$ cat src/ventilation_fan_qualifier_top_defines.svh
// ----------------------------------------------------------------------------
// ventilation fan qualifier assertion macros
// shared concurrent assertion forms, clocked on clk_i and gated by rst_ni
// ----------------------------------------------------------------------------
`ifndef VENTILATION_FAN_QUALIFIER_TOP_DEFINES_SVH
`define VENTILATION_FAN_QUALIFIER_TOP_DEFINES_SVH

// same-cycle implication
`define VFQ_ASSERT(lbl, ante, cons, msg) \
  lbl: assert property (@(posedge clk_i) disable iff (!rst_ni) (ante) |-> (cons)) \
    else $error(msg);

// next-cycle implication
`define VFQ_ASSERT_NEXT(lbl, ante, cons, msg) \
  lbl: assert property (@(posedge clk_i) disable iff (!rst_ni) (ante) |=> (cons)) \
    else $error(msg);

`endif

$ cat src/vfq_pkg.sv
`timescale 1ns / 1ps
// ----------------------------------------------------------------------------
// vfq_pkg
// types and constants shared by the ventilation fan qualifier
// ----------------------------------------------------------------------------
package vfq_pkg;

  // field widths
  localparam int unsigned TEMP_W     = 12;
  localparam int unsigned POL_W      = 10;
  localparam int unsigned DELTA_W    = 11;
  localparam int unsigned CFG_DATA_W = 11;
  localparam int unsigned CFG_IDX_W  = 2;

  // register reset values
  localparam logic [DELTA_W-1:0] DELTA_RST  = DELTA_W'(8);
  localparam logic [POL_W-1:0]   MIDDLE_RST = POL_W'(400);
  localparam logic [POL_W-1:0]   HIGH_RST   = POL_W'(700);

  // item kind
  typedef enum logic {
    OP_TEMP = 1'b0,
    OP_POLL = 1'b1
  } vfq_op_e;

  // configuration register indexes
  typedef enum logic [CFG_IDX_W-1:0] {
    CFG_FALLING_DELTA = 2'd0,
    CFG_MIDDLE_LEVEL  = 2'd1,
    CFG_HIGH_LEVEL    = 2'd2
  } vfq_cfg_e;

  // temperature sample request into the window unit
  typedef struct packed {
    logic                     take;
    logic signed [TEMP_W-1:0] sample;
  } vfq_req_t;

  // one result transaction
  typedef struct packed {
    logic fan_on;
    logic led_red;
    logic led_green;
    logic led_blue;
    logic temperature_falling;
    logic pollution_middle;
    logic pollution_high;
  } vfq_result_t;

endpackage

$ cat src/vfq_in_if.sv
`timescale 1ns / 1ps
`default_nettype none
// ----------------------------------------------------------------------------
// vfq_in_if
// input channel: one temperature or pollution sample per transaction
// ----------------------------------------------------------------------------
interface vfq_in_if;
  logic                                  valid;
  logic                                  ready;
  vfq_pkg::vfq_op_e                      op;
  logic signed [vfq_pkg::TEMP_W-1:0]     temperature;
  logic        [vfq_pkg::POL_W-1:0]      pollution;

  modport source (output valid, output op, output temperature, output pollution,
                  input ready);
  modport sink   (input valid, input op, input temperature, input pollution,
                  output ready);
endinterface
`default_nettype wire

$ cat src/vfq_out_if.sv
`timescale 1ns / 1ps
`default_nettype none
// ----------------------------------------------------------------------------
// vfq_out_if
// result channel: fan drive, lamp colour and current flags
// ----------------------------------------------------------------------------
interface vfq_out_if;
  logic valid;
  logic ready;
  logic fan_on;
  logic led_red;
  logic led_green;
  logic led_blue;
  logic temperature_falling;
  logic pollution_middle;
  logic pollution_high;

  modport source (output valid, output fan_on, output led_red, output led_green,
                  output led_blue, output temperature_falling,
                  output pollution_middle, output pollution_high, input ready);
  modport sink   (input valid, input fan_on, input led_red, input led_green,
                  input led_blue, input temperature_falling,
                  input pollution_middle, input pollution_high, output ready);
endinterface
`default_nettype wire

$ cat src/vfq_window.sv
`timescale 1ns / 1ps
`default_nettype none
// ----------------------------------------------------------------------------
// vfq_window
// sample ring in a synchronous memory, running sum and falling hysteresis
// ----------------------------------------------------------------------------
`include "ventilation_fan_qualifier_top_defines.svh"

module vfq_window #(
  parameter int unsigned WINDOW = 8
) (
  input  wire                              clk_i,
  input  wire                              rst_ni,
  input  wire vfq_pkg::vfq_req_t           req_i,
  input  wire                              commit_i,
  input  wire  [vfq_pkg::DELTA_W-1:0]      delta_i,
  output logic                             falling_nxt_o
);

  localparam int unsigned IDX_W = (WINDOW > 1) ? $clog2(WINDOW) : 1;
  localparam int unsigned SUM_W = vfq_pkg::TEMP_W + IDX_W;
  localparam int unsigned CMP_W = SUM_W + 1;
  localparam logic [IDX_W-1:0] LAST_IDX = IDX_W'(WINDOW - 1);

  // sample ring, undefined until written
  logic signed [vfq_pkg::TEMP_W-1:0] mem [WINDOW];

  // write side bookkeeping
  logic [IDX_W-1:0]                  idx_q;
  logic                              fresh_q;
  logic                              primed_q;
  logic signed [vfq_pkg::TEMP_W-1:0] prime_val_q;

  // stage one: sample plus the entry it evicts
  logic signed [vfq_pkg::TEMP_W-1:0] rd_q;
  logic signed [vfq_pkg::TEMP_W-1:0] s1_sample_q;
  logic [IDX_W-1:0]                  s1_idx_q;
  logic                              s1_fresh_q;
  logic                              s1_prime_q;
  logic                              s1_take_q;

  // running state
  logic signed [SUM_W-1:0]           sum_q, sum_d;
  logic                              falling_q, falling_d;

  logic signed [vfq_pkg::TEMP_W-1:0] old_val;
  logic signed [CMP_W-1:0]           win_c, s_ext, win_s, excess, limit;
  logic signed [SUM_W-1:0]           sum_base;

  // memory read on take, write back on commit
  always_ff @(posedge clk_i) begin
    if (req_i.take) begin
      rd_q        <= mem[idx_q];
      s1_sample_q <= req_i.sample;
      s1_idx_q    <= idx_q;
    end
    if (commit_i) begin
      mem[s1_idx_q] <= s1_sample_q;
    end
  end

  // priming value for entries not yet written since priming
  always_ff @(posedge clk_i) begin
    if (req_i.take && !primed_q) begin
      prime_val_q <= req_i.sample;
    end
  end

  // ring pointer and priming control
  always_ff @(posedge clk_i or negedge rst_ni) begin
    if (!rst_ni) begin
      idx_q      <= '0;
      fresh_q    <= 1'b1;
      primed_q   <= 1'b0;
      s1_fresh_q <= 1'b0;
      s1_prime_q <= 1'b0;
      s1_take_q  <= 1'b0;
    end else begin
      if (req_i.take) begin
        s1_fresh_q <= fresh_q;
        s1_prime_q <= !primed_q;
        s1_take_q  <= 1'b1;
        primed_q   <= 1'b1;
        if (idx_q == LAST_IDX) begin
          idx_q   <= '0;
          fresh_q <= 1'b0;
        end else begin
          idx_q <= idx_q + 1'b1;
        end
      end else if (commit_i) begin
        s1_take_q <= 1'b0;
      end
    end
  end

  // exact mean test: sum - W*s against W*delta, or zero once falling
  always_comb begin
    old_val  = s1_fresh_q ? prime_val_q : rd_q;
    win_c    = CMP_W'(WINDOW);
    s_ext    = CMP_W'(s1_sample_q);
    win_s    = win_c * s_ext;
    sum_base = s1_prime_q ? SUM_W'(win_s) : sum_q;
    excess   = CMP_W'(sum_base) - win_s;
    limit    = falling_q ? '0 : win_c * $signed(CMP_W'(delta_i));
    falling_d = (excess > limit);
    sum_d    = sum_base + SUM_W'(s1_sample_q) - SUM_W'(old_val);
  end

  always_ff @(posedge clk_i or negedge rst_ni) begin
    if (!rst_ni) begin
      sum_q     <= '0;
      falling_q <= 1'b0;
    end else if (commit_i) begin
      sum_q     <= sum_d;
      falling_q <= falling_d;
    end
  end

  assign falling_nxt_o = commit_i ? falling_d : falling_q;

  `VFQ_ASSERT(a_commit_has_sample, commit_i, s1_take_q || req_i.take,
              "window commit without a pending sample")
  `VFQ_ASSERT_NEXT(a_primed_sticks, primed_q, primed_q,
                   "window lost its primed state")
  `VFQ_ASSERT(a_fresh_ends_on_wrap, $fell(fresh_q), idx_q == '0,
              "first pass ended away from ring start")

endmodule
`default_nettype wire

$ cat src/ventilation_fan_qualifier_top.sv
`timescale 1ns / 1ps
`default_nettype none
// ----------------------------------------------------------------------------
// ventilation_fan_qualifier_top
// path: stage one, then output register; next ring read overlaps the last commit
// throughput: one transaction per cycle while the result port is not stalled
// reset: flags, sum and priming clear; the sample ring needs no clearing pass
// ----------------------------------------------------------------------------
`include "ventilation_fan_qualifier_top_defines.svh"

module ventilation_fan_qualifier_top #(
  parameter int unsigned WINDOW = 8
) (
  input  wire                                 clk_i,
  input  wire                                 rst_ni,
  vfq_in_if.sink                              in_i,
  vfq_out_if.source                           out_o,
  input  wire                                 cfg_we_i,
  input  wire  [vfq_pkg::CFG_IDX_W-1:0]       cfg_idx_i,
  input  wire  [vfq_pkg::CFG_DATA_W-1:0]      cfg_data_i
);

  // configuration registers
  logic [vfq_pkg::DELTA_W-1:0] delta_q;
  logic [vfq_pkg::POL_W-1:0]   mid_lvl_q;
  logic [vfq_pkg::POL_W-1:0]   high_lvl_q;

  // stage one and output register
  logic                        s1_valid_q;
  vfq_pkg::vfq_op_e            s1_op_q;
  logic [vfq_pkg::POL_W-1:0]   s1_pol_q;
  logic                        out_valid_q;
  vfq_pkg::vfq_result_t        res_q, res_d;

  // pollution flags
  logic                        middle_q, high_q;
  logic                        middle_nxt, high_nxt, falling_nxt;

  logic                        advance, accept, commit, commit_temp;
  vfq_pkg::vfq_req_t           req;

  // handshake
  assign advance     = !out_valid_q || out_o.ready;
  assign in_i.ready  = !s1_valid_q || advance;
  assign accept      = in_i.valid && in_i.ready;
  assign commit      = s1_valid_q && advance;
  assign commit_temp = commit && (s1_op_q == vfq_pkg::OP_TEMP);

  assign req.take   = accept && (in_i.op == vfq_pkg::OP_TEMP);
  assign req.sample = in_i.temperature;

  vfq_window #(
    .WINDOW (WINDOW)
  ) u_window (
    .clk_i         (clk_i),
    .rst_ni        (rst_ni),
    .req_i         (req),
    .commit_i      (commit_temp),
    .delta_i       (delta_q),
    .falling_nxt_o (falling_nxt)
  );

  // configuration writes
  always_ff @(posedge clk_i or negedge rst_ni) begin
    if (!rst_ni) begin
      delta_q    <= vfq_pkg::DELTA_RST;
      mid_lvl_q  <= vfq_pkg::MIDDLE_RST;
      high_lvl_q <= vfq_pkg::HIGH_RST;
    end else if (cfg_we_i) begin
      case (vfq_pkg::vfq_cfg_e'(cfg_idx_i))
        vfq_pkg::CFG_FALLING_DELTA: delta_q    <= cfg_data_i[vfq_pkg::DELTA_W-1:0];
        vfq_pkg::CFG_MIDDLE_LEVEL:  mid_lvl_q  <= cfg_data_i[vfq_pkg::POL_W-1:0];
        vfq_pkg::CFG_HIGH_LEVEL:    high_lvl_q <= cfg_data_i[vfq_pkg::POL_W-1:0];
        default: ;
      endcase
    end
  end

  // stage one payload
  always_ff @(posedge clk_i) begin
    if (accept) begin
      s1_op_q  <= in_i.op;
      s1_pol_q <= in_i.pollution;
    end
  end

  // pollution thresholds and lamp priority
  always_comb begin
    if (s1_op_q == vfq_pkg::OP_POLL) begin
      middle_nxt = (s1_pol_q >= mid_lvl_q);
      high_nxt   = (s1_pol_q >= high_lvl_q);
    end else begin
      middle_nxt = middle_q;
      high_nxt   = high_q;
    end
    res_d                     = '0;
    res_d.fan_on              = falling_nxt || middle_nxt || high_nxt;
    res_d.temperature_falling = falling_nxt;
    res_d.pollution_middle    = middle_nxt;
    res_d.pollution_high      = high_nxt;
    if (falling_nxt && !middle_nxt && !high_nxt) begin
      res_d.led_blue = 1'b1;
    end else if (high_nxt) begin
      res_d.led_red = 1'b1;
    end else if (middle_nxt) begin
      res_d.led_red   = 1'b1;
      res_d.led_green = 1'b1;
    end else begin
      res_d.led_green = 1'b1;
    end
  end

  always_ff @(posedge clk_i) begin
    if (commit) begin
      res_q <= res_d;
    end
  end

  // control state
  always_ff @(posedge clk_i or negedge rst_ni) begin
    if (!rst_ni) begin
      s1_valid_q  <= 1'b0;
      out_valid_q <= 1'b0;
      middle_q    <= 1'b0;
      high_q      <= 1'b0;
    end else begin
      if (accept) begin
        s1_valid_q <= 1'b1;
      end else if (commit) begin
        s1_valid_q <= 1'b0;
      end
      if (commit) begin
        out_valid_q <= 1'b1;
        middle_q    <= middle_nxt;
        high_q      <= high_nxt;
      end else if (out_o.ready) begin
        out_valid_q <= 1'b0;
      end
    end
  end

  // result port
  assign out_o.valid               = out_valid_q;
  assign out_o.fan_on              = res_q.fan_on;
  assign out_o.led_red             = res_q.led_red;
  assign out_o.led_green           = res_q.led_green;
  assign out_o.led_blue            = res_q.led_blue;
  assign out_o.temperature_falling = res_q.temperature_falling;
  assign out_o.pollution_middle    = res_q.pollution_middle;
  assign out_o.pollution_high      = res_q.pollution_high;

  `VFQ_ASSERT(a_blue_alone, out_valid_q && res_q.led_blue,
              !res_q.led_red && !res_q.led_green, "blue lamp shares a colour")
  `VFQ_ASSERT(a_fan_matches_flags, out_valid_q,
              res_q.fan_on == (res_q.temperature_falling || res_q.pollution_middle
                               || res_q.pollution_high), "fan drive disagrees with flags")
  `VFQ_ASSERT_NEXT(a_stalled_item_kept, s1_valid_q && !advance, s1_valid_q,
                   "stage one item dropped under stall")

endmodule
`default_nettype wire
$ cat src/flat_wrapper.sv
// flat-port wrapper written by rule: the top's interface ports become plain ports
module ventilation_fan_qualifier_top_flat 
#(
  parameter int unsigned WINDOW = 8
)
  (clk_i, rst_ni, cfg_we_i, cfg_idx_i, cfg_data_i, in_i_valid, in_i_op, in_i_temperature, in_i_pollution, in_i_ready, out_o_valid, out_o_fan_on, out_o_led_red, out_o_led_green, out_o_led_blue, out_o_temperature_falling, out_o_pollution_middle, out_o_pollution_high, out_o_ready);
  vfq_in_if in_i_i ();
  vfq_out_if out_o_i ();
  input  wire clk_i;
  input  wire rst_ni;
  input  wire cfg_we_i;
  input  wire  [vfq_pkg::CFG_IDX_W-1:0] cfg_idx_i;
  input  wire  [vfq_pkg::CFG_DATA_W-1:0] cfg_data_i;
  input wire logic [$bits(in_i_i.valid)-1:0] in_i_valid;
  input wire logic [$bits(in_i_i.op)-1:0] in_i_op;
  input wire logic [$bits(in_i_i.temperature)-1:0] in_i_temperature;
  input wire logic [$bits(in_i_i.pollution)-1:0] in_i_pollution;
  output wire logic [$bits(in_i_i.ready)-1:0] in_i_ready;
  output wire logic [$bits(out_o_i.valid)-1:0] out_o_valid;
  output wire logic [$bits(out_o_i.fan_on)-1:0] out_o_fan_on;
  output wire logic [$bits(out_o_i.led_red)-1:0] out_o_led_red;
  output wire logic [$bits(out_o_i.led_green)-1:0] out_o_led_green;
  output wire logic [$bits(out_o_i.led_blue)-1:0] out_o_led_blue;
  output wire logic [$bits(out_o_i.temperature_falling)-1:0] out_o_temperature_falling;
  output wire logic [$bits(out_o_i.pollution_middle)-1:0] out_o_pollution_middle;
  output wire logic [$bits(out_o_i.pollution_high)-1:0] out_o_pollution_high;
  input wire logic [$bits(out_o_i.ready)-1:0] out_o_ready;
  assign in_i_i.valid = in_i_valid;
  assign in_i_i.op = in_i_op;
  assign in_i_i.temperature = in_i_temperature;
  assign in_i_i.pollution = in_i_pollution;
  assign in_i_ready = in_i_i.ready;
  assign out_o_valid = out_o_i.valid;
  assign out_o_fan_on = out_o_i.fan_on;
  assign out_o_led_red = out_o_i.led_red;
  assign out_o_led_green = out_o_i.led_green;
  assign out_o_led_blue = out_o_i.led_blue;
  assign out_o_temperature_falling = out_o_i.temperature_falling;
  assign out_o_pollution_middle = out_o_i.pollution_middle;
  assign out_o_pollution_high = out_o_i.pollution_high;
  assign out_o_i.ready = out_o_ready;
  ventilation_fan_qualifier_top #(.WINDOW(WINDOW)) u_core (.clk_i(clk_i), .rst_ni(rst_ni), .in_i(in_i_i), .out_o(out_o_i), .cfg_we_i(cfg_we_i), .cfg_idx_i(cfg_idx_i), .cfg_data_i(cfg_data_i));
endmodule
$ cat config.mk
export PLATFORM = sky130hd
export DESIGN_NAME = ventilation_fan_qualifier_top_flat
export DESIGN_NICKNAME = d
export VERILOG_FILES = /design/src/vfq_pkg.sv /design/src/vfq_in_if.sv /design/src/vfq_out_if.sv /design/src/vfq_window.sv /design/src/ventilation_fan_qualifier_top.sv /design/src/flat_wrapper.sv
export VERILOG_INCLUDE_DIRS = /design/src /design/src/src
export SDC_FILE = /design/constraint.sdc
export NUM_CORES = 1
export LEC_CHECK = 0
export BUFFER_PORTS_ARGS = -buffer_cell sky130_fd_sc_hd__buf_2
export CORE_ASPECT_RATIO = 1.5
export CORE_UTILIZATION = 40
export CTS_CLUSTER_SIZE = 10
export DETAILED_ROUTE_END_ITERATION = 16
export GPL_ROUTABILITY_DRIVEN = 1
export HOLD_SLACK_MARGIN = 0.12
export PLACE_DENSITY_LB_ADDON = 0.08
export REMOVE_ABC_BUFFERS = 1
export SLEW_MARGIN = 20
export SYNTH_ARGS = -nofsm -noshare
export SYNTH_HDL_FRONTEND = slang
export SYNTH_SLANG_ARGS = --single-unit
$ cat constraint.sdc
create_clock -name clk_i -period 13.94 [get_ports clk_i]
set_input_delay 2.788 -clock clk_i [delete_from_list [all_inputs] [get_ports clk_i]]
set_output_delay 2.788 -clock clk_i [all_outputs]
set_load 0.005 [all_outputs]
Word level (Yosys, flattened, before mapping)
Memories as Yosys holds them, arrays and structs flattened. A register that Yosys moved wholly into a read port is not among the register bits.
Index checks and enable logic that the tools add are counted.
{ "classes": {"n_lt_le_gt_ge": 3, "muxes": 17, "n_bitwise": 2, "n_eq_ne": 3, "n_reduce_logical": 23, "n_addsub": 4} }
{ "op_table": {"columns": ["operator", "n"], "rows": [
  ["$ge A10 B10 Y1", 2],
  ["$gt A16 B15 Y1", 1],
  ["$sub A15 B15 Y16", 1],
  ["$add A15 B12 Y15", 1],
  ["$mux W15", 1],
  ["$sub A15 B12 Y15", 1],
  ["$mux W14", 1],
  ["$mux W1", 13],
  ["$mux W12", 1],
  ["$reduce_and A2 Y1", 4],
  ["$logic_and A1 B1 Y1", 7],
  ["$logic_not A1 Y1", 5],
  ["$logic_or A1 B1 Y1", 4],
  ["$reduce_bool A2 Y1", 2],
  ["$add A3 B1 Y3 const B", 1],
  ["$eq A3 B3 Y1 const B", 1],
  ["$mux W3", 1],
  ["$eq A2 B1 Y1 const B", 1],
  ["$eq A2 B2 Y1 const B", 1],
  ["$logic_not A2 Y1", 1],
  ["$not A1 Y1", 2]
]} }
{ "totals": {"mem_count": 1, "elab_cells": 79, "regBits": 103, "out_inout_bits": 9, "mem_bits_rw": 96} }
{ "mem_list": {"columns": ["name", "depth", "width", "rd", "rd_ports_with_merged_regs", "write_ports", "line_no", "text"], "rows": [
  ["u_core.u_window.mem", 8, 12, 1, 1, 1, "vfq_window.sv:26", "logic signed [vfq_pkg::TEMP_W-1:0] mem [WINDOW];"]
]} }

Logic depth before layout (Yosys ltp)
{ "depth": {"depth_word": 8, "depth_mapped": 19} }

By module
From an unflattened synthesis, not the netlist that was laid out.
{ "hier_totals": {"cells_unflattened": 712, "hier_area_um2": 10339.9} }
{ "modules_own_cells": {"columns": ["module", "cells_per_inst", "seq_area_each_um2", "instances", "area_per_inst_um2"], "rows": [
  ["vfq_window", 536, 4630.7, 1, 7918.8],
  ["ventilation_fan_qualifier_top", 176, 1428.9, 1, 2421.1]
]} }

Worst setup path after synthesis
OpenSTA, ideal clock, no wires.
{ "synth_timing": {"path_type": "input to output", "start": "in out_o_ready", "end": "out in_i_ready", "path_stages": 1, "path_slack_ns": 8.185, "t_arrival_ns": 2.967, "n_path_buf": 0, "cell_sequence": "nand3b_1"} }
{ "synth_between": {"elab_chain_cells": 2} }
{ "synth_lines": {"columns": ["item", "line_no", "text"], "rows": [
  ["start, declared", "flat_wrapper.sv:27", "input wire logic [$bits(out_o_i.ready)-1:0] out_o_ready;"],
  ["$logic_or A1 B1 Y1", "ventilation_fan_qualifier_top.sv:43", "assign advance = !out_valid_q || out_o.ready;"],
  ["$logic_or A1 B1 Y1", "ventilation_fan_qualifier_top.sv:44", "assign in_i.ready = !s1_valid_q || advance;"],
  ["end, declared", "flat_wrapper.sv:18", "output wire logic [$bits(in_i_i.ready)-1:0] in_i_ready;"]
]} }
Every way passes these cells.

Final worst setup path
Ends and elaborated chain as after synthesis.

==> flow_metrics.py <==
metrics = {
    "run_status": {
        "run_status": "completed",
    },
    "synthesis": {
        "synthCells": 735,
        "synth_top_area_share_pct": 44.5,
        "synth_seq_cells": 211,
        "ys_seq_area_share_pct": 58.7,
        "synth_area_um2": 10300,
        "synth_common_cells": "edfxtp_1 (153), inv_1 (80), ha_1 (62)",
        "avgSynthCellArea_um2": 14.0,
        "yosys_warnings": 0,
        "synth.area.top_cells": "edfxtp_1 (44%), dfrtp_1 (11%), ha_1 (7.5%), mux4_2 (5.2%), mux2_1 (3.3%)",
        "synth_cell_types": 54,
        "synth_edf_count": 153,
        "synthArstFlopShare_pct": 27.5,
        "synth_top_cell_by_area": "edfxtp_1",
        "synthFlopType": "edfxtp_1",
        "yosysMostFrequentCell": "edfxtp_1",
    },
    "clocking": {
        "cts_hold_buffers": 0,
        "tritoncts": "yes",
        "cts_buffer_depth": 3,
        "clk_pin_slew_worst_paths_ns": 0.05,
        "clock-sinks": 211,
        "root_buffer": "clkbuf_16",
        "htreeDepth": 1,
        "numCtsBuffers": 25,
        "post_cts_buffers": 0,
        "clk_latency_ns": 0.51,
        "cts-resized-gates": 0,
    },
    "sta": {
        "hold_viol": 0,
        "rsz0062_at_grt": "false",
        "min_period_over_period_pct": 43.1,
        "finClkSkew_ns": 0.0123,
        "timing.fmax_mhz": 166,
        "setup_violations": 0,
        "finalHoldWorstSlack_ns": 0.466,
        "post-route-min-period_ns": 6.01,
        "relSlewSlack_pct": 41.2,
        "worstMarginPinSlew_ns": 0.882,
        "drv_slew": 0,
        "finalSetupTns_ns": 0,
    },
    "power_and_ir_drop": {
        "total_power_mw": 2.24,
        "powerDensity_nw_per_um2": 190,
        "ir_drop_uv": 104,
        "p_leak_nw": 4.72,
    },
    "critical_path": {
        "cp-start-kind": "primary input",
        "arrival_ns": 3.22,
        "cp_common_cell": "buf_2",
        "cp-end-kind": "output port",
        "required_ns": 11.15,
        "path_cells": "buf_2 -> nand3b_1 -> buf_2",
        "cpPeakStageDelay_ns": 0.18,
        "path_max_fanout": 3,
        "critPathKind": "in2out",
        "cp_slowest_cell": "nand3b_1",
    },
    "final_layout": {
        "syn_to_final_growth_pct": 14.0,
        "antenna_cells": 0,
        "layout.nets": 925,
        "drive_gt1_share_pct": 19.6,
    },
    "grt": {
        "grt_util_all_layers_pct": 17.5,
        "grt_pass1_wl_um": 35200,
        "antenna_found_initial": 0,
        "grt_pass1_vias": 6551,
        "grt_max_degree": 59,
        "grt.overflow.total": 0,
    },
    "route": {
        "via_per_inst": 5.20,
        "wl_um": 21900,
        "drt_pass1_iterations": 4,
        "drc_errors": 0,
        "wl_per_cell_um": 19.0,
        "drt_iter0_drc": 244,
        "ant_nets": 0,
        "num_vias": 5993,
    },
    "placed_design": {
        "gp_congestion": 0.859,
        "hpwl_um": 15500,
        "port_buffers": 49,
    },
    "floorplanning": {
        "core-area_um2": 25200,
        "rows": 71,
        "fp.dieW_um": 133,
        "num_io_pins": 50,
        "die-area_um2": 26500,
        "die_h_um": 199,
        "start_util_pct": 40.9,
    },
    "run": {
        "maxCapViolCount": 0,
    },
    "min_path": {
        "hold_class": "reg2reg",
    },
}
==> cell families after synthesis <==
kind of cell / count (synthesis) / share of synthesized area (%)
AND/OR/NAND/NOR: 129 / 6.43
multiplexers: 94 / 12.7
AO/OA/AOI/OAI: 101 / 6.14
flip-flops: 211 / 58.7
XOR/XNOR: 23 / 1.95
adder cells (fa/ha/maj): 77 / 10.4
buffers and inverters: 100 / 3.66
==> state kept, by name, indices dropped and copies added, names as in the netlist, 3 cells and up <==
name and count:
u_core.u_window.sum_q 15, u_core.u_window.s1_idx_q 3, u_core.u_window.prime_val_q 12, u_core.mid_lvl_q 10, u_core.high_lvl_q 10, u_core.u_window.idx_q 3, u_core.delta_q 11, u_core.u_window.s1_sample_q 12
u_core.s1_pol_q 10, u_core.u_window.rd_q 12, u_core.u_window.mem 96
==> placed cells by master, fill, tap and decap left out, types with 7 or more instances in the layout <==
cell,synthesis,final
mux2_2,27,27
nand2b_1,24,24
edfxtp_1,153,153
buf_2,2,49
dfstp_2,11,11
o21ai_1,20,20
mux4_2,24,24
o21ai_0,7,7
clkbuf_1,15,17
xor2_1,9,9
fa_1,15,15
nand3_1,7,7
xnor2_1,14,14
nor2_1,19,19
ha_1,62,62
dfrtp_1,47,47
a21o_1,13,13
nand2_1,41,41
inv_1,80,80
mux2i_1,13,13
a31oi_1,7,7
buf_4,0,14
clkbuf_16,0,25
mux2_1,30,30
a21oi_1,29,29
==> cell type report <==
cell class,count,area (um^2)
inverters,82,308
repair buffers,63,350
well taps,328,410
clock inverters,1,3.75
flip-flops and latches,211,6060
clock buffers,44,717
fillers,2306,13500
multi-input cells,424,3930
==> path summary, 6_finish.rpt <==
| kind | start | to | slack [ns] | cells after the start |
|---|---|---|---|---|
| setup / recovery | out_o_ready | in_i_ready | 7.93 | 3 |
| hold / removal | u_core.u_window.primed_q$_DFFE_PN0P_ | u_core.u_window.primed_q$_DFFE_PN0P_ | 0.47 | 1 |
| setup reg to reg | u_core.u_window.s1_prime_q$_DFFE_PN0P_ | u_core.out_o.fan_on$_DFFE_PP_ | 8.72 | 17 |
| hold reg to reg | u_core.u_window.primed_q$_DFFE_PN0P_ | u_core.u_window.primed_q$_DFFE_PN0P_ | 0.47 | 1 |
| max in group asynchronous | rst_ni | u_core.u_window.sum_q[2]$_DFFE_PN0P_ | 10.95 | 2 |
| min in group asynchronous | rst_ni | u_core.high_q$_DFFE_PN0P_ | 2.45 | 2 |
==> routing by layer <==
layer / GRT usage (%) / wire (um) / vias up
met5: 0 / 0 / -
met4: 6.19 / 701 / 0
met3: 2.17 / 731 / 53
met2: 34.5 / 12200 / 122
met1: 18.9 / 8290 / 2982
li1: - / - / 2836
==> metrics by stage <==
step	util, %	instances	setup slack, ns	cell area [um^2]
after floorplan	-	717	8.18	10300
after global placement	43.8	1108	7.94	11100
after detailed placement	43.8	1108	7.93	11100
after CTS	46.7	1153	7.93	11800
after global routing	46.7	1153	7.90	11800
final	46.7	1153	7.93	11800
==> power breakdown <==
part           switching, mW  internal, mW  leakage, nW
logic                  0.459         0.394         2.30
clock network          0.238         0.344        0.344
registers             0.0469         0.755         2.08
==> critical path: cells and delay by family <==
kind / cells / cell delay [ns]
buffers and inverters: 2 / 0.25
and+or+nand+nor: 1 / 0.18
Note: power is estimated with default switching activity, not from simulation.
